===== config.mk =====
export PLATFORM = sky130hd
export DESIGN_NAME = intel_hex_record_parser_unit_flat
export DESIGN_NICKNAME = d
export VERILOG_FILES = /design/src/sv/ihex_pkg.sv /design/src/sv/ihex_in_if.sv /design/src/sv/ihex_out_if.sv /design/src/sv/intel_hex_record_parser_unit.sv /design/src/flat_wrapper.sv
export SDC_FILE = /design/constraint.sdc
export NUM_CORES = 1
export LEC_CHECK = 0
export BUFFER_PORTS_ARGS = -buffer_cell sky130_fd_sc_hd__buf_2
export CAP_MARGIN = 20
export CORE_MARGIN = 2
export CORE_UTILIZATION = 30
export DETAILED_ROUTE_END_ITERATION = 10
export HOLD_SLACK_MARGIN = 0.1
export PLACE_DENSITY = 0.5
export SYNTH_ARGS = -nofsm -noshare
export SYNTH_HDL_FRONTEND = slang
export SYNTH_SLANG_ARGS = --single-unit

===== constraint.sdc =====
create_clock -name clk -period 5.25 [get_ports clk]
set_input_delay 0.525 -clock clk [delete_from_list [all_inputs] [get_ports clk]]
set_output_delay 0.525 -clock clk [all_outputs]
set_load 0.01 [all_outputs]

===== src/sv/ihex_pkg.sv =====
// ----------------------------------------------------------------------------
// ihex_pkg
// Shared types and constants for the Intel HEX record parser.
// ----------------------------------------------------------------------------
package ihex_pkg;

  // Default depth of the record data buffer, in bytes
  localparam int MAX_DATA_DEF = 32;

  // Bytes in a record frame: count, two address bytes, type, checksum
  localparam int FRAME_LEN = 5;

  // Line counters saturate here
  localparam int CNT_W = 10;
  localparam logic [CNT_W-1:0] CNT_MAX = 10'd1023;

  // Characters with a meaning of their own
  localparam logic [7:0] CH_COLON = 8'h3A;
  localparam logic [7:0] CH_NUL   = 8'h00;

  // Record types
  localparam logic [7:0] REC_DATA      = 8'h00;
  localparam logic [7:0] REC_EOF       = 8'h01;
  localparam logic [7:0] REC_EXT_SEG   = 8'h02;
  localparam logic [7:0] REC_START_SEG = 8'h03;
  localparam logic [7:0] REC_EXT_LIN   = 8'h04;
  localparam logic [7:0] REC_START_LIN = 8'h05;

  // Result status codes
  typedef enum logic [2:0] {
    STS_OK        = 3'd0,
    STS_NO_START  = 3'd1,
    STS_BAD_CHAR  = 3'd2,
    STS_BAD_LEN   = 3'd3,
    STS_BAD_SUM   = 3'd4,
    STS_BAD_TYPE  = 3'd5,
    STS_MALFORMED = 3'd6,
    STS_AFTER_EOF = 3'd7
  } status_t;

  // Where the current line stands
  typedef enum logic [1:0] {
    PH_LEAD    = 2'd0,  // skipping leading whitespace
    PH_BODY    = 2'd1,  // after the start code
    PH_NOSTART = 2'd2,  // first non-space was not ':'
    PH_NUL     = 2'd3   // text ended by a NUL
  } line_phase_t;

  // Control sequencer
  typedef enum logic [1:0] {
    ST_IDLE = 2'd0,  // taking characters
    ST_READ = 2'd1,  // walking the data buffer
    ST_EMIT = 2'd2   // single status result pending
  } ctl_state_t;

endpackage


===== src/sv/ihex_in_if.sv =====
// ----------------------------------------------------------------------------
// ihex_in_if
// Character channel: one text character or an end-of-line mark per beat.
// ----------------------------------------------------------------------------
interface ihex_in_if;
  logic       valid;
  logic       ready;
  logic [7:0] character;
  logic       end_of_line;

  modport source (output valid, output character, output end_of_line, input ready);
  modport sink   (input valid, input character, input end_of_line, output ready);
endinterface


===== src/sv/ihex_out_if.sv =====
// ----------------------------------------------------------------------------
// ihex_out_if
// Result channel: one data byte or one status result per beat.
// ----------------------------------------------------------------------------
interface ihex_out_if;
  logic        valid;
  logic        ready;
  logic [2:0]  status;
  logic [7:0]  record_type;
  logic [7:0]  record_length;
  logic [31:0] record_address;
  logic [7:0]  byte_index;
  logic [7:0]  data_byte;
  logic        byte_valid;
  logic [31:0] start_address;
  logic        start_valid;
  logic        eof_seen;
  logic        last;

  modport source (
    output valid, output status, output record_type, output record_length,
    output record_address, output byte_index, output data_byte, output byte_valid,
    output start_address, output start_valid, output eof_seen, output last,
    input ready
  );
  modport sink (
    input valid, input status, input record_type, input record_length,
    input record_address, input byte_index, input data_byte, input byte_valid,
    input start_address, input start_valid, input eof_seen, input last,
    output ready
  );
endinterface


===== src/sv/intel_hex_record_parser_unit.sv =====
// ----------------------------------------------------------------------------
// intel_hex_record_parser_unit
// Intel HEX line parser: characters in, data bytes or record status out.
// ----------------------------------------------------------------------------
// Usage:
//   in_ch carries one beat per character; a beat with end_of_line set closes
//   the line (its character is ignored). Character beats are taken one per
//   cycle and give no result. Data bytes are stored in a one-port-write,
//   one-port-read buffer with a registered read.
//   At end of line the record is checked. A good data record with a nonzero
//   length gives one result per data byte on out_ch, the last one flagged;
//   everything else gives a single status result with last set.
//   A status result passes through the emit state into the output register;
//   extended-address and start-address records first read two or four
//   buffer bytes. Data bytes follow one per cycle while out_ch does not
//   stall, limited by the buffer read port.
//   in_ch.ready drops from the end-of-line beat until the last result of
//   the line has entered the output register; characters of the next line
//   are taken while that result still waits.
//   A stall on out_ch holds the output register and the data-byte walk.
//   Reset (rst_n low, synchronous) clears the line state, the address base,
//   the start address and the EOF flag. The data buffer is not cleared.
// ----------------------------------------------------------------------------
module intel_hex_record_parser_unit #(
  parameter int MAX_DATA = ihex_pkg::MAX_DATA_DEF
) (
  input  logic              clk,
  input  logic              rst_n,
  ihex_in_if.sink           in_ch,
  ihex_out_if.source        out_ch
);

  localparam int AW = $clog2(MAX_DATA);
  localparam int CW = $clog2(MAX_DATA + 1);
  localparam int CNTW = ihex_pkg::CNT_W;
  localparam logic [CNTW-1:0] MIN_LEN = CNTW'(2 * ihex_pkg::FRAME_LEN);
  localparam logic [CNTW-1:0] MAX_BYTES = CNTW'(ihex_pkg::FRAME_LEN + MAX_DATA);

  // --------------------------------------------------------------------------
  // Helpers
  // --------------------------------------------------------------------------
  function automatic logic [CNTW-1:0] sat_add(input logic [CNTW-1:0] a,
                                               input logic [CNTW-1:0] b);
    logic [CNTW:0] s;
    s = {1'b0, a} + {1'b0, b};
    return (s > {1'b0, ihex_pkg::CNT_MAX}) ? ihex_pkg::CNT_MAX : s[CNTW-1:0];
  endfunction

  // {valid, nibble}
  function automatic logic [4:0] hex_nib(input logic [7:0] c);
    logic [7:0] d;
    d = 8'h00;
    if (c inside {[8'h30:8'h39]}) begin
      d = c - 8'h30;
      return {1'b1, d[3:0]};
    end else if (c inside {[8'h41:8'h46]}) begin
      d = c - 8'h37;
      return {1'b1, d[3:0]};
    end else if (c inside {[8'h61:8'h66]}) begin
      d = c - 8'h57;
      return {1'b1, d[3:0]};
    end
    return 5'b0_0000;
  endfunction

  // --------------------------------------------------------------------------
  // State
  // --------------------------------------------------------------------------
  ihex_pkg::ctl_state_t  state_r, state_nxt;
  ihex_pkg::line_phase_t phase_r, phase_nxt;
  logic [CNTW-1:0] body_cnt_r, body_cnt_nxt;
  logic [CNTW-1:0] trail_r, trail_nxt;
  logic            bad_r, bad_nxt;
  logic [3:0]      hnib_r, hnib_nxt;
  logic [7:0]      sum_r, sum_nxt;
  logic [31:0]     header_r, header_nxt;
  logic [31:0]     base_r, base_nxt;
  logic [31:0]     start_r, start_nxt;
  logic            start_seen_r, start_seen_nxt;
  logic            eof_r, eof_nxt;

  // buffer walk
  logic [CW-1:0]   rd_cnt_r, rd_cnt_nxt;
  logic [CW-1:0]   rd_len_r, rd_len_nxt;
  logic            rd_ext_r, rd_ext_nxt;   // walk feeds the address accumulator
  logic [31:0]     acc_r, acc_nxt;

  // result held for the emit step
  ihex_pkg::status_t em_status_r, em_status_nxt;
  logic [7:0]      em_type_r, em_type_nxt;
  logic [7:0]      em_len_r, em_len_nxt;
  logic [31:0]     em_addr_r, em_addr_nxt;

  // output register
  logic            out_valid_r;
  ihex_pkg::status_t out_status_r;
  logic [7:0]      out_type_r, out_len_r, out_idx_r, out_byte_r;
  logic [31:0]     out_addr_r, out_start_r;
  logic            out_bv_r, out_sv_r, out_eof_r, out_last_r;

  logic            load;
  ihex_pkg::status_t ld_status;
  logic [7:0]      ld_type, ld_len, ld_idx, ld_byte;
  logic [31:0]     ld_addr;
  logic            ld_bv, ld_last;

  // data buffer
  logic [7:0]      mem [MAX_DATA];
  logic            wr_en;
  logic [AW-1:0]   wr_addr;
  logic [7:0]      wr_data;
  logic [7:0]      rd_data_r;

  // --------------------------------------------------------------------------
  // Handshake
  // --------------------------------------------------------------------------
  logic in_acc, slot_free;
  assign in_acc    = in_ch.valid && in_ch.ready;
  assign slot_free = !out_valid_r || out_ch.ready;
  assign in_ch.ready = (state_r == ihex_pkg::ST_IDLE);

  // --------------------------------------------------------------------------
  // Character decode temporaries
  // --------------------------------------------------------------------------
  logic [4:0]      nib_info;
  logic            is_ws;
  logic [CNTW-1:0] c_pos;
  logic [7:0]      c_byte;
  logic [8:0]      c_idx, c_widx;
  assign nib_info = hex_nib(in_ch.character);
  assign is_ws = (in_ch.character inside {8'h20, 8'h09, 8'h0D, 8'h0A});

  // --------------------------------------------------------------------------
  // Line-end checks, in file order
  // --------------------------------------------------------------------------
  logic [7:0]      declared, rtype;
  logic [15:0]     offset;
  logic [8:0]      nbytes;
  logic            chk_fail;
  ihex_pkg::status_t chk_status;
  logic [31:0]     data_addr;

  assign declared  = header_r[31:24];
  assign offset    = header_r[23:8];
  assign rtype     = header_r[7:0];
  assign nbytes    = body_cnt_r[CNTW-1:1];
  assign data_addr = base_r + {16'h0000, offset};

  always_comb begin
    chk_fail   = 1'b1;
    chk_status = ihex_pkg::STS_OK;
    if (phase_r == ihex_pkg::PH_LEAD || phase_r == ihex_pkg::PH_NOSTART) begin
      chk_status = ihex_pkg::STS_NO_START;
    end else if (body_cnt_r < MIN_LEN || body_cnt_r[0]) begin
      chk_status = ihex_pkg::STS_BAD_LEN;
    end else if ({1'b0, nbytes} > MAX_BYTES) begin
      chk_status = ihex_pkg::STS_BAD_LEN;
    end else if (bad_r) begin
      chk_status = ihex_pkg::STS_BAD_CHAR;
    end else if (nbytes != (9'(declared) + 9'(ihex_pkg::FRAME_LEN))) begin
      chk_status = ihex_pkg::STS_BAD_LEN;
    end else if (sum_r != 8'h00) begin
      chk_status = ihex_pkg::STS_BAD_SUM;
    end else if (eof_r) begin
      chk_status = ihex_pkg::STS_AFTER_EOF;
    end else begin
      chk_fail = 1'b0;
    end
  end

  // --------------------------------------------------------------------------
  // Next state
  // --------------------------------------------------------------------------
  always_comb begin
    state_nxt      = state_r;
    phase_nxt      = phase_r;
    body_cnt_nxt   = body_cnt_r;
    trail_nxt      = trail_r;
    bad_nxt        = bad_r;
    hnib_nxt       = hnib_r;
    sum_nxt        = sum_r;
    header_nxt     = header_r;
    base_nxt       = base_r;
    start_nxt      = start_r;
    start_seen_nxt = start_seen_r;
    eof_nxt        = eof_r;
    rd_cnt_nxt     = rd_cnt_r;
    rd_len_nxt     = rd_len_r;
    rd_ext_nxt     = rd_ext_r;
    acc_nxt        = acc_r;
    em_status_nxt  = em_status_r;
    em_type_nxt    = em_type_r;
    em_len_nxt     = em_len_r;
    em_addr_nxt    = em_addr_r;
    wr_en          = 1'b0;
    wr_addr        = '0;
    wr_data        = 8'h00;
    load           = 1'b0;
    ld_status      = ihex_pkg::STS_OK;
    ld_type        = 8'h00;
    ld_len         = 8'h00;
    ld_addr        = 32'h0;
    ld_idx         = 8'h00;
    ld_byte        = 8'h00;
    ld_bv          = 1'b0;
    ld_last        = 1'b0;
    c_pos          = body_cnt_r;
    c_byte         = {hnib_r, nib_info[3:0]};
    c_idx          = body_cnt_r[CNTW-1:1];
    c_widx         = body_cnt_r[CNTW-1:1] - 9'd4;

    case (state_r)
      ihex_pkg::ST_IDLE: begin
        if (in_acc && in_ch.end_of_line) begin
          // close the line and decide what it yields
          phase_nxt     = ihex_pkg::PH_LEAD;
          body_cnt_nxt  = '0;
          trail_nxt     = '0;
          bad_nxt       = 1'b0;
          hnib_nxt      = 4'h0;
          sum_nxt       = 8'h00;
          header_nxt    = 32'h0;
          rd_cnt_nxt    = '0;
          em_status_nxt = ihex_pkg::STS_OK;
          em_type_nxt   = 8'h00;
          em_len_nxt    = 8'h00;
          em_addr_nxt   = 32'h0;
          state_nxt     = ihex_pkg::ST_EMIT;
          if (chk_fail) begin
            em_status_nxt = chk_status;
          end else begin
            case (rtype)
              ihex_pkg::REC_DATA: begin
                em_addr_nxt = data_addr;
                if (declared != 8'h00) begin
                  em_len_nxt = declared;
                  rd_len_nxt = CW'(declared);
                  rd_ext_nxt = 1'b0;
                  state_nxt  = ihex_pkg::ST_READ;
                end
              end
              ihex_pkg::REC_EOF: begin
                em_type_nxt = rtype;
                em_len_nxt  = declared;
                if (declared != 8'h00) begin
                  em_status_nxt = ihex_pkg::STS_MALFORMED;
                end else begin
                  eof_nxt = 1'b1;
                end
              end
              ihex_pkg::REC_EXT_SEG, ihex_pkg::REC_EXT_LIN: begin
                em_type_nxt = rtype;
                em_len_nxt  = declared;
                if (declared != 8'd2) begin
                  em_status_nxt = ihex_pkg::STS_MALFORMED;
                end else begin
                  rd_len_nxt = CW'(2);
                  rd_ext_nxt = 1'b1;
                  state_nxt  = ihex_pkg::ST_READ;
                end
              end
              ihex_pkg::REC_START_SEG, ihex_pkg::REC_START_LIN: begin
                em_type_nxt = rtype;
                em_len_nxt  = declared;
                if (declared != 8'd4) begin
                  em_status_nxt = ihex_pkg::STS_MALFORMED;
                end else begin
                  rd_len_nxt = CW'(4);
                  rd_ext_nxt = 1'b1;
                  state_nxt  = ihex_pkg::ST_READ;
                end
              end
              default: begin
                em_type_nxt   = rtype;
                em_len_nxt    = declared;
                em_status_nxt = ihex_pkg::STS_BAD_TYPE;
              end
            endcase
          end
        end else if (in_acc) begin
          case (phase_r)
            ihex_pkg::PH_LEAD: begin
              if (in_ch.character == ihex_pkg::CH_COLON) begin
                phase_nxt = ihex_pkg::PH_BODY;
              end else if (!is_ws) begin
                phase_nxt = ihex_pkg::PH_NOSTART;
              end
            end
            ihex_pkg::PH_BODY: begin
              if (in_ch.character == ihex_pkg::CH_NUL) begin
                phase_nxt = ihex_pkg::PH_NUL;
              end else if (is_ws) begin
                trail_nxt = sat_add(trail_r, CNTW'(1));
              end else begin
                // spaces followed by text count as bad body characters
                if (trail_r != '0) begin
                  bad_nxt = 1'b1;
                  c_pos   = sat_add(body_cnt_r, trail_r);
                  trail_nxt = '0;
                end
                if (!nib_info[4]) bad_nxt = 1'b1;
                c_byte = {hnib_r, nib_info[3:0]};
                c_idx  = c_pos[CNTW-1:1];
                c_widx = c_idx - 9'd4;
                if (!c_pos[0]) begin
                  hnib_nxt = nib_info[3:0];
                end else begin
                  if (c_idx < 9'd4) begin
                    case (c_idx[1:0])
                      2'd0:    header_nxt[31:24] = c_byte;
                      2'd1:    header_nxt[23:16] = c_byte;
                      2'd2:    header_nxt[15:8]  = c_byte;
                      default: header_nxt[7:0]   = c_byte;
                    endcase
                  end else if (c_widx < 9'(MAX_DATA)) begin
                    wr_en   = 1'b1;
                    wr_addr = c_widx[AW-1:0];
                    wr_data = c_byte;
                  end
                  sum_nxt = sum_r + c_byte;
                end
                body_cnt_nxt = sat_add(c_pos, CNTW'(1));
              end
            end
            default: ;  // no start code, or text ended by NUL
          endcase
        end
      end

      ihex_pkg::ST_READ: begin
        if (rd_ext_r) begin
          // address / start records: gather bytes big-endian
          acc_nxt    = {acc_r[23:0], rd_data_r};
          rd_cnt_nxt = rd_cnt_r + CW'(1);
          if (rd_cnt_r + CW'(1) == rd_len_r) begin
            state_nxt = ihex_pkg::ST_EMIT;
            case (em_type_r)
              ihex_pkg::REC_EXT_LIN: base_nxt = {acc_nxt[15:0], 16'h0000};
              ihex_pkg::REC_EXT_SEG: base_nxt = {12'h000, acc_nxt[15:0], 4'h0};
              default: begin
                start_nxt      = acc_nxt;
                start_seen_nxt = 1'b1;
              end
            endcase
          end
        end else if (slot_free) begin
          load       = 1'b1;
          ld_status  = ihex_pkg::STS_OK;
          ld_type    = em_type_r;
          ld_len     = em_len_r;
          ld_addr    = em_addr_r;
          ld_idx     = 8'(rd_cnt_r);
          ld_byte    = rd_data_r;
          ld_bv      = 1'b1;
          ld_last    = (rd_cnt_r + CW'(1) == rd_len_r);
          rd_cnt_nxt = rd_cnt_r + CW'(1);
          if (ld_last) state_nxt = ihex_pkg::ST_IDLE;
        end
      end

      ihex_pkg::ST_EMIT: begin
        if (slot_free) begin
          load      = 1'b1;
          ld_status = em_status_r;
          ld_type   = em_type_r;
          ld_len    = em_len_r;
          ld_addr   = em_addr_r;
          ld_last   = 1'b1;
          state_nxt = ihex_pkg::ST_IDLE;
        end
      end

      default: state_nxt = ihex_pkg::ST_IDLE;
    endcase
  end

  // --------------------------------------------------------------------------
  // Registers
  // --------------------------------------------------------------------------
  always_ff @(posedge clk) begin
    if (!rst_n) begin
      state_r      <= ihex_pkg::ST_IDLE;
      phase_r      <= ihex_pkg::PH_LEAD;
      body_cnt_r   <= '0;
      trail_r      <= '0;
      bad_r        <= 1'b0;
      hnib_r       <= 4'h0;
      sum_r        <= 8'h00;
      header_r     <= 32'h0;
      base_r       <= 32'h0;
      start_r      <= 32'h0;
      start_seen_r <= 1'b0;
      eof_r        <= 1'b0;
      rd_cnt_r     <= '0;
      rd_len_r     <= '0;
      rd_ext_r     <= 1'b0;
      out_valid_r  <= 1'b0;
    end else begin
      state_r      <= state_nxt;
      phase_r      <= phase_nxt;
      body_cnt_r   <= body_cnt_nxt;
      trail_r      <= trail_nxt;
      bad_r        <= bad_nxt;
      hnib_r       <= hnib_nxt;
      sum_r        <= sum_nxt;
      header_r     <= header_nxt;
      base_r       <= base_nxt;
      start_r      <= start_nxt;
      start_seen_r <= start_seen_nxt;
      eof_r        <= eof_nxt;
      rd_cnt_r     <= rd_cnt_nxt;
      rd_len_r     <= rd_len_nxt;
      rd_ext_r     <= rd_ext_nxt;
      out_valid_r  <= load || (out_valid_r && !out_ch.ready);
    end
  end

  always_ff @(posedge clk) begin
    acc_r       <= acc_nxt;
    em_status_r <= em_status_nxt;
    em_type_r   <= em_type_nxt;
    em_len_r    <= em_len_nxt;
    em_addr_r   <= em_addr_nxt;
    if (load) begin
      out_status_r <= ld_status;
      out_type_r   <= ld_type;
      out_len_r    <= ld_len;
      out_addr_r   <= ld_addr;
      out_idx_r    <= ld_idx;
      out_byte_r   <= ld_byte;
      out_bv_r     <= ld_bv;
      out_start_r  <= start_r;
      out_sv_r     <= start_seen_r;
      out_eof_r    <= eof_r;
      out_last_r   <= ld_last;
    end
  end

  // Data buffer. Writes happen only while characters are taken, reads are
  // used only after the line closes, so no same-entry overlap occurs.
  // Read address follows the next walk count: data tracks rd_cnt_r.
  always_ff @(posedge clk) begin
    if (wr_en) mem[wr_addr] <= wr_data;
    rd_data_r <= mem[rd_cnt_nxt[AW-1:0]];
  end

  // --------------------------------------------------------------------------
  // Outputs
  // --------------------------------------------------------------------------
  assign out_ch.valid          = out_valid_r;
  assign out_ch.status         = out_status_r;
  assign out_ch.record_type    = out_type_r;
  assign out_ch.record_length  = out_len_r;
  assign out_ch.record_address = out_addr_r;
  assign out_ch.byte_index     = out_idx_r;
  assign out_ch.data_byte      = out_byte_r;
  assign out_ch.byte_valid     = out_bv_r;
  assign out_ch.start_address  = out_start_r;
  assign out_ch.start_valid    = out_sv_r;
  assign out_ch.eof_seen       = out_eof_r;
  assign out_ch.last           = out_last_r;

  // --------------------------------------------------------------------------
  // Assertions
  // --------------------------------------------------------------------------
  a_walk_in_range: assert property (@(posedge clk) disable iff (!rst_n)
    state_r == ihex_pkg::ST_READ |-> rd_cnt_r < rd_len_r)
    else $error("buffer walk ran past record length");

  a_last_ends_line: assert property (@(posedge clk) disable iff (!rst_n)
    load && ld_last |=> state_r == ihex_pkg::ST_IDLE)
    else $error("final result loaded but sequencer not idle");

  a_byte_ok_only: assert property (@(posedge clk) disable iff (!rst_n)
    out_valid_r && out_bv_r |-> out_status_r == ihex_pkg::STS_OK)
    else $error("data byte carried with error status");

  a_eof_sticky: assert property (@(posedge clk) disable iff (!rst_n)
    $past(rst_n) |-> !$fell(eof_r))
    else $error("EOF flag cleared outside reset");

endmodule

===== src/flat_wrapper.sv =====
// flat-port wrapper written by rule: the top's interface ports become plain ports
module intel_hex_record_parser_unit_flat 
#(
  parameter int MAX_DATA = ihex_pkg::MAX_DATA_DEF
)
  (clk, rst_n, in_ch_valid, in_ch_character, in_ch_end_of_line, in_ch_ready, out_ch_valid, out_ch_status, out_ch_record_type, out_ch_record_length, out_ch_record_address, out_ch_byte_index, out_ch_data_byte, out_ch_byte_valid, out_ch_start_address, out_ch_start_valid, out_ch_eof_seen, out_ch_last, out_ch_ready);
  ihex_in_if in_ch_i ();
  ihex_out_if out_ch_i ();
  input  logic clk;
  input  logic rst_n;
  input wire logic [$bits(in_ch_i.valid)-1:0] in_ch_valid;
  input wire logic [$bits(in_ch_i.character)-1:0] in_ch_character;
  input wire logic [$bits(in_ch_i.end_of_line)-1:0] in_ch_end_of_line;
  output wire logic [$bits(in_ch_i.ready)-1:0] in_ch_ready;
  output wire logic [$bits(out_ch_i.valid)-1:0] out_ch_valid;
  output wire logic [$bits(out_ch_i.status)-1:0] out_ch_status;
  output wire logic [$bits(out_ch_i.record_type)-1:0] out_ch_record_type;
  output wire logic [$bits(out_ch_i.record_length)-1:0] out_ch_record_length;
  output wire logic [$bits(out_ch_i.record_address)-1:0] out_ch_record_address;
  output wire logic [$bits(out_ch_i.byte_index)-1:0] out_ch_byte_index;
  output wire logic [$bits(out_ch_i.data_byte)-1:0] out_ch_data_byte;
  output wire logic [$bits(out_ch_i.byte_valid)-1:0] out_ch_byte_valid;
  output wire logic [$bits(out_ch_i.start_address)-1:0] out_ch_start_address;
  output wire logic [$bits(out_ch_i.start_valid)-1:0] out_ch_start_valid;
  output wire logic [$bits(out_ch_i.eof_seen)-1:0] out_ch_eof_seen;
  output wire logic [$bits(out_ch_i.last)-1:0] out_ch_last;
  input wire logic [$bits(out_ch_i.ready)-1:0] out_ch_ready;
  assign in_ch_i.valid = in_ch_valid;
  assign in_ch_i.character = in_ch_character;
  assign in_ch_i.end_of_line = in_ch_end_of_line;
  assign in_ch_ready = in_ch_i.ready;
  assign out_ch_valid = out_ch_i.valid;
  assign out_ch_status = out_ch_i.status;
  assign out_ch_record_type = out_ch_i.record_type;
  assign out_ch_record_length = out_ch_i.record_length;
  assign out_ch_record_address = out_ch_i.record_address;
  assign out_ch_byte_index = out_ch_i.byte_index;
  assign out_ch_data_byte = out_ch_i.data_byte;
  assign out_ch_byte_valid = out_ch_i.byte_valid;
  assign out_ch_start_address = out_ch_i.start_address;
  assign out_ch_start_valid = out_ch_i.start_valid;
  assign out_ch_eof_seen = out_ch_i.eof_seen;
  assign out_ch_last = out_ch_i.last;
  assign out_ch_i.ready = out_ch_ready;
  intel_hex_record_parser_unit #(.MAX_DATA(MAX_DATA)) u_core (.clk(clk), .rst_n(rst_n), .in_ch(in_ch_i), .out_ch(out_ch_i));
endmodule

# Word-level counts from Yosys, hierarchy flattened

Memory sizes are Yosys's and may differ from the RTL's. A register that Yosys moved wholly into a read port is not among the register bits.
Index checks and enable logic that the tools add are counted.

Add/sub/neg operators: 11
Multiply operators: 0
Divide/modulo/power cells: 0
Order comparisons: 13
Eq/ne operators: 37
Shifts and indexed selects: 0
Mux-type cells: 154
Bitwise operators: 6
Reduce and logical (&&, ||, !) cells: 60

Operators by type and width:

| operator                | count |
|---|---|
| $mux W32                | 9 |
| $mux W10                | 21 |
| $mux W8                 | 25 |
| $pmux W32 S2            | 2 |
| $mux W5                 | 13 |
| $mux W6                 | 6 |
| $mux W1                 | 35 |
| $gt A11 B10 Y1 const B  | 3 |
| $mux W3                 | 11 |
| $add A32 B16 Y32        | 1 |
| $pmux W8 S2             | 2 |
| $reduce_and A8 Y1       | 4 |
| $mux W2                 | 15 |
| $reduce_and A5 Y1       | 5 |
| $eq A8 B2 Y1 const B    | 3 |
| $eq A8 B3 Y1 const B    | 3 |
| $eq A8 B4 Y1 const B    | 3 |
| $mux W4                 | 6 |
| $add A10 B1 Y11 const B | 2 |
| $pmux W6 S3             | 1 |
| $reduce_and A6 Y1       | 3 |
| $reduce_bool A2 Y1      | 9 |
| $eq A8 B6 Y1 const B    | 2 |
| $ge A8 B7 Y1 const B    | 2 |
| other kinds (48)        | 95 |

Register bits: 327
Latch bits: 0
Memory bits (writable): 256
ROM bits: 0
Input port bits: 13
Output and inout port bits: 105
Logic and storage cells: 319
Memories: 1

Memories:

| memory     | words | bits a word | read ports | clocked after memory_dff | write ports | RTL line                            | text |
|---|---|---|---|---|---|---|---|
| u_core.mem | 32    | 8           | 1          | 1                        | 1           | intel_hex_record_parser_unit.sv:108 | `logic [7:0] mem [MAX_DATA];` |

# Depth between registers and ports, before layout

Word-level depth: 23
Depth in mapped cells: 18
Depth with buffers taken out: 18

# Worst setup path before layout

OpenSTA, ideal clock, no wires.

Kind: reg-to-reg
From: reg u_core.state_r[1]
To: reg u_core.out_idx_r[0] (netlist: u_core.out_ch.byte_index[0]) (enable)
Library setup time: 0.502 ns
Arrival: 4.241 ns
Data required time: 4.748 ns
Slack: 0.507 ns
Cell stages (with the launch flop): 7
Path buffers: 1
Clock period less this slack: 4.743 ns
Cells stage by stage: dfxtp_1 > inv_1 > ha_1 > nor3b_1 > a21oi_1 > nor2b_1 > clkbuf_1

Cells in the longest elaborated chain, start to end: 2
Elaborated cells on any way between the ends: 3
Those cells by class: eq/ne: 2; mux: 1

Ends and longest elaborated chain:

| item                                                | RTL line                            | text |
|---|---|---|
| start: declaration                                  | intel_hex_record_parser_unit.sv:69  | `ihex_pkg::ctl_state_t state_r, state_nxt;` |
| start signal: assignment                            | intel_hex_record_parser_unit.sv:382 | `state_r <= ihex_pkg::ST_IDLE;` |
| start signal: assignment                            | intel_hex_record_parser_unit.sv:399 | `state_r <= state_nxt;` |
| $eq A2 B2 Y1 / $eq A2 B1 Y1 (equally long branches) | intel_hex_record_parser_unit.sv:212 | `case (state_r)` |
| $pmux W1 S2 (*)                                     | intel_hex_record_parser_unit.sv:212 |  |
| net u_core.load                                     | intel_hex_record_parser_unit.sv:101 | `logic load;` |
| end signal: assignment                              | intel_hex_record_parser_unit.sv:429 | `out_idx_r <= ld_idx;` |
| end: declaration                                    | intel_hex_record_parser_unit.sv:97  | `logic [7:0] out_type_r, out_len_r, out_idx_r, out_byte_r;` |

The timed path passes the listed nets; every way through them passes the cells marked *.
A chain may end at the register's enable or synchronous reset.

# Worst setup path after layout

From: reg u_core.trail_r[0]
To: mem u_core.mem[27][3] (enable)

Cells in the longest elaborated chain, start to end: 23
Elaborated cells on any way between the ends: 34
Those cells by class: add/sub: 2; order compare: 3; mux: 28; reduce/logical: 1

Ends and longest elaborated chain:

| item                          | RTL line                            | text |
|---|---|---|
| start: declaration            | intel_hex_record_parser_unit.sv:72  | `logic [CNTW-1:0] trail_r, trail_nxt;` |
| start signal: assignment      | intel_hex_record_parser_unit.sv:402 | `trail_r <= trail_nxt;` |
| $add A10 B10 Y11              | intel_hex_record_parser_unit.sv:45  | `s = {1'b0, a} + {1'b0, b};` |
| $gt A11 B10 Y1                | intel_hex_record_parser_unit.sv:46  | `return (s > {1'b0, ihex_pkg::CNT_MAX}) ? ihex_pkg::CNT_MAX : s[CNTW-1:0];` |
| $mux W10                      | intel_hex_record_parser_unit.sv:46  |  |
| $mux W10 (*)                  | intel_hex_record_parser_unit.sv:296 | `if (trail_r != '0) begin` |
| $mux W10 (*)                  | intel_hex_record_parser_unit.sv:292 | `end else if (is_ws) begin` |
| $mux W10 (*)                  | intel_hex_record_parser_unit.sv:290 | `if (in_ch.character == ihex_pkg::CH_NUL) begin` |
| $mux W10 (*)                  | intel_hex_record_parser_unit.sv:281 | `case (phase_r)` |
| $mux W10 (*)                  | intel_hex_record_parser_unit.sv:280 | `end else if (in_acc) begin` |
| [... 7 more ...]              | --                                  |  |
| $mux W1                       | intel_hex_record_parser_unit.sv:292 |  |
| $mux W1                       | intel_hex_record_parser_unit.sv:290 |  |
| $mux W1                       | intel_hex_record_parser_unit.sv:281 |  |
| $mux W1                       | intel_hex_record_parser_unit.sv:280 |  |
| $mux W1                       | intel_hex_record_parser_unit.sv:214 | `if (in_acc && in_ch.end_of_line) begin` |
| $mux W1                       | intel_hex_record_parser_unit.sv:212 |  |
| $mux W1                       | intel_hex_record_parser_unit.sv:443 | `if (wr_en) mem[wr_addr] <= wr_data;` |
| $mux W1 (not written as such) | intel_hex_record_parser_unit.sv:443 |  |
| end: declaration              | intel_hex_record_parser_unit.sv:108 |  |

Every way passes the cells marked *; elsewhere a longest branch is shown, timed or not. The select of a mux whose other input is x is not followed.

==> summary.txt <==
STA
  • Clock Skews: approximately 0.027 ns
  • Worst Tran Pin Value: about 1.0 ns
  • Worst hold slack: roughly 0.35 ns
  • Final WS setup: roughly 0.91 ns
  • Max-slew violations: 0
  • Fmax: 0.230 GHz
  • # setup viols final: 0
  • RSZ-0062 raised after global routing: no
  • Crit share post-route: 0.827
  • Fin crit period: 4.34 ns
  • Final number of hold-violating endpoints: 0
  • Rel. slew slack: 0.304
  • Setup TNS: 0 ns

Worst hold path
  • Hold path start: rst_n
  • Hold crit path type: input port to flop
  • Hold Crit Endpoint: u_core.trail_r[8]
  • Worst Hold Depth: 3

Pwr
  • Static leakage: 0.0107 uW
  • Peak supply drop: around 0.21 mV
  • Power density cells: ~330 nW/um2

Detailed routing
  • First-pass DRT Iterations: 6
  • Residual DRC: 0
  • Via density per instance: slightly below 5
  • Drt wl/cell: ~18 um
  • Via count: roughly 17000
  • WL final: 65.1 mm
  • Final ANT Viol Nets: 0
  • DR iter-0 viols: ~1300

Final layout
  • Area growth syn-to-layout: 16.3%
  • Layout cells sized above 1: 0.131
  • # diodes: 0
  • Reg area: around 16000 um2
  • Final Cell Area: between 20000 and 30000 um2
  • Area of the multi-input gates: 9160 um2
  • Net count, final: about 2400
  • Layout Cells excl Fill: 3546
  • Fill cells: ~8400

Placement
  • Gpl congestion: approximately 0.83
  • Placed cells: 3417
  • HPWL Detailed: 42.6 mm
  • Placed Area: 27700 um2
  • Port buffer count: approximately 120
  • Pre-CTS WS: between 0.8 and 0.9 ns

Clocking
  • H-tree Lvls: 3
  • Post-CTS resize count: 0
  • Clk slew on worst S/H paths: 0.06 ns
  • Clk root buf: clkbuf_16
  • Total CTS buffers: 68
  • CTS Hold Bufs: 0
  • Clock Sinks: 585
  • CTS tree: done
  • Postcts setup bufs: 0
  • Max Buffers Root-to-Sink: 3
  • Clk Latency, worst-skew pair: ~0.61 ns

Floorplan
  • Cell row count: 107
  • Core box area: around 85000 um2
  • Initial core utilization: 0.303
  • Die X-Extent: between 200 and 300 um
  • Ports: about 120
  • Die area: about 90000 um2
  • Die height: a little under 300 um

Worst setup path
  • CP Class: flop to flop
  • Setup crit start: u_core.trail_r[0]
  • Critical Path AT: between 4 and 5 ns
  • Slowest stage cell, crit path: nor3_1
  • Crit-path cells: ha_1, inv_1, fa_1, nand2b_1, a21oi_4, o21ai_0, a211o_1, nor4_1, and3_1, o221a_2, nand3_1, nor3_1
  • WP data required: between 5 and 6 ns
  • Critical path launch point type: flop
  • Flop2flop setup slack: roughly 0.91 ns
  • CP endpoint kind: flop
  • RR Startpoint: u_core.trail_r[0]
  • Reg2reg path depth: 12
  • WP buf/inv: 1
  • Crit-path max FO: 8
  • FF-to-FF End: u_core.mem[27][3]
  • Top Family by Delay on Critical Path: simple AND/OR/NAND/NOR gates
  • CP max stage delay: 0.84 ns

GRT
  • Vias in the first global route: approximately 17000
  • Global-route wire length before repair: 101 mm
  • Largest net degree at the start of global routing: 109
  • Global route overflow: 0
  • Number of antenna violations at the first check in global routing: 1
  • Overall Global Routing Usage: 0.145

Synth
  • Area of the mapped netlist: around 26000 um2
  • Mapped Cells: about 2200
  • FF+latch count, synth: slightly below 600
  • Post-synth top area share: 0.503
  • Synth area leader: edfxtp_1
  • Unique masters post-synth: 95
  • Most frequent cells after synthesis: 432 x edfxtp_1, 389 x nand2_1, 153 x dfxtp_1
  • Yosys warning count: 0
  • Share of async-settable or async-resettable flops after synthesis: 0
  • Count leader, synth: edfxtp_1
  • Average cell area after synthesis: approximately 12 um2
  • Main synth FF type: edfxtp_1
  • Sequential share of the synthesized area: 0.622
  • Top cells by area, synth: edfxtp_1 50%, dfxtp_1 12%, nand2_1 5.7%
  • Number of synthesized flops with an enable pin: 432

Run
  • Max cap viols: 0

Outcome
  • Status: completed
==> cell families (layout without fill, tap and decap cells) <==
| kind of cell | Yosys count | in the layout | share of synthesized area |
|---|---|---|---|
| simple gates | 985 | 985 | 0.186 |
| flops | 585 | 585 | 0.622 |
| compound gates | 341 | 341 | 0.0963 |
| buf+inv | 154 | 316 | 0.0264 |
| mux | 65 | 65 | 0.0252 |
| xor+xnor | 56 | 56 | 0.0190 |
| fa+ha+maj | 50 | 50 | 0.0251 |
| other cells | 1 | 4 | 0.000145 |
==> stage by stage <==
stage                     total power [uW]  utilization
final                                 9970        0.352
after CTS                            10100        0.351
after global routing                 10300        0.352
after floorplan                       5250            -
after global placement                5360        0.325
after detailed placement              5360        0.325
==> worst register-to-register path: cells and delay by family (launching register included) <==
kind,cells,cell delay [ns]
AO/OA/AOI/OAI,4,0.96
adder cells (fa/ha/maj),2,0.63
buffers and inverters,1,0.06
flip-flops,1,0.46
AND/OR/NAND/NOR,5,1.85
==> report_power, final <==
group	internal [uW]	switching, uW
combinational	79.2	172
sequential	4990	22.0
clock	2840	1870
==> registers in the layout, indices dropped and copies added (netlist names), 8 cells and up <==
name                          count
u_core.start_r                   32
u_core.em_addr_r                 32
u_core.trail_r                   10
u_core.acc_r                     24
u_core.out_ch.start_address      32
u_core.base_r                    28
u_core.out_ch.record_type         8
u_core.mem                      256
u_core.out_ch.record_length       8
u_core.out_ch.record_address     32
u_core.body_cnt_r                10
u_core.out_ch.data_byte           8
u_core.rd_data_r                  8
u_core.em_type_r                  8
u_core.sum_r                      8
u_core.header_r                  32
u_core.em_len_r                   8
==> area by class of cell <==
type	count	share of cell area
repair buffers	157	0.0331
flip-flops and latches	585	0.535
clock inverters	36	0.0119
clock buffers	88	0.0627
inverters	35	0.00455
well taps	1144	0.0477
multi-input cells	1501	0.305
==> placed cells by master, fill, tap and decap left out, drive strengths merged, types with 7 or more instances in the layout <==
cell type	netlist	routed
o21ai	62	62
and3	55	55
nor2b	66	66
a311oi	49	49
clkbuf	62	89
o21a	7	7
o31ai	8	8
a21oi	57	57
a211oi	13	13
clkinv	0	25
xor2	25	25
nand2	389	389
nand2b	10	10
mux2i	65	65
and2	94	94
a21boi	38	38
dfxtp	153	153
a22oi	12	12
nand3	130	130
ha	47	47
inv	35	37
nor3	30	30
nand4	9	9
or3	15	15
nor3b	13	13
a21o	14	14
edfxtp	432	432
o22ai	7	7
a31oi	25	25
nor2	136	136
buf	57	156
nor4	12	12
xnor2	31	31
==> routing by layer <==
| layer | vias up | track usage | share of wire |
|---|---|---|---|
| met2 | 394 | 0.247 | 0.49 |
| met3 | 93 | 0.0229 | 0.044 |
| met1 | 8458 | 0.190 | 0.45 |
| met5 | - | 0 | 0 |
| met4 | 0 | 0.0423 | 0.019 |
| li1 | 8332 | - | - |
==> worst max-delay path by stage <==
stage                     slack [ns]                     endpoint  cells after the start
after detailed placement        0.88            u_core.mem[10][7]                     12
after floorplan                 0.51  u_core.out_ch.byte_index[0]                      6
final                           0.91            u_core.mem[27][3]                     12
after global placement          1.03            u_core.mem[10][5]                     12
after CTS                       0.86            u_core.mem[10][6]                     12
after global routing            0.62            u_core.mem[27][6]                     12
No activity file was read; power rests on OpenSTA's default activity.
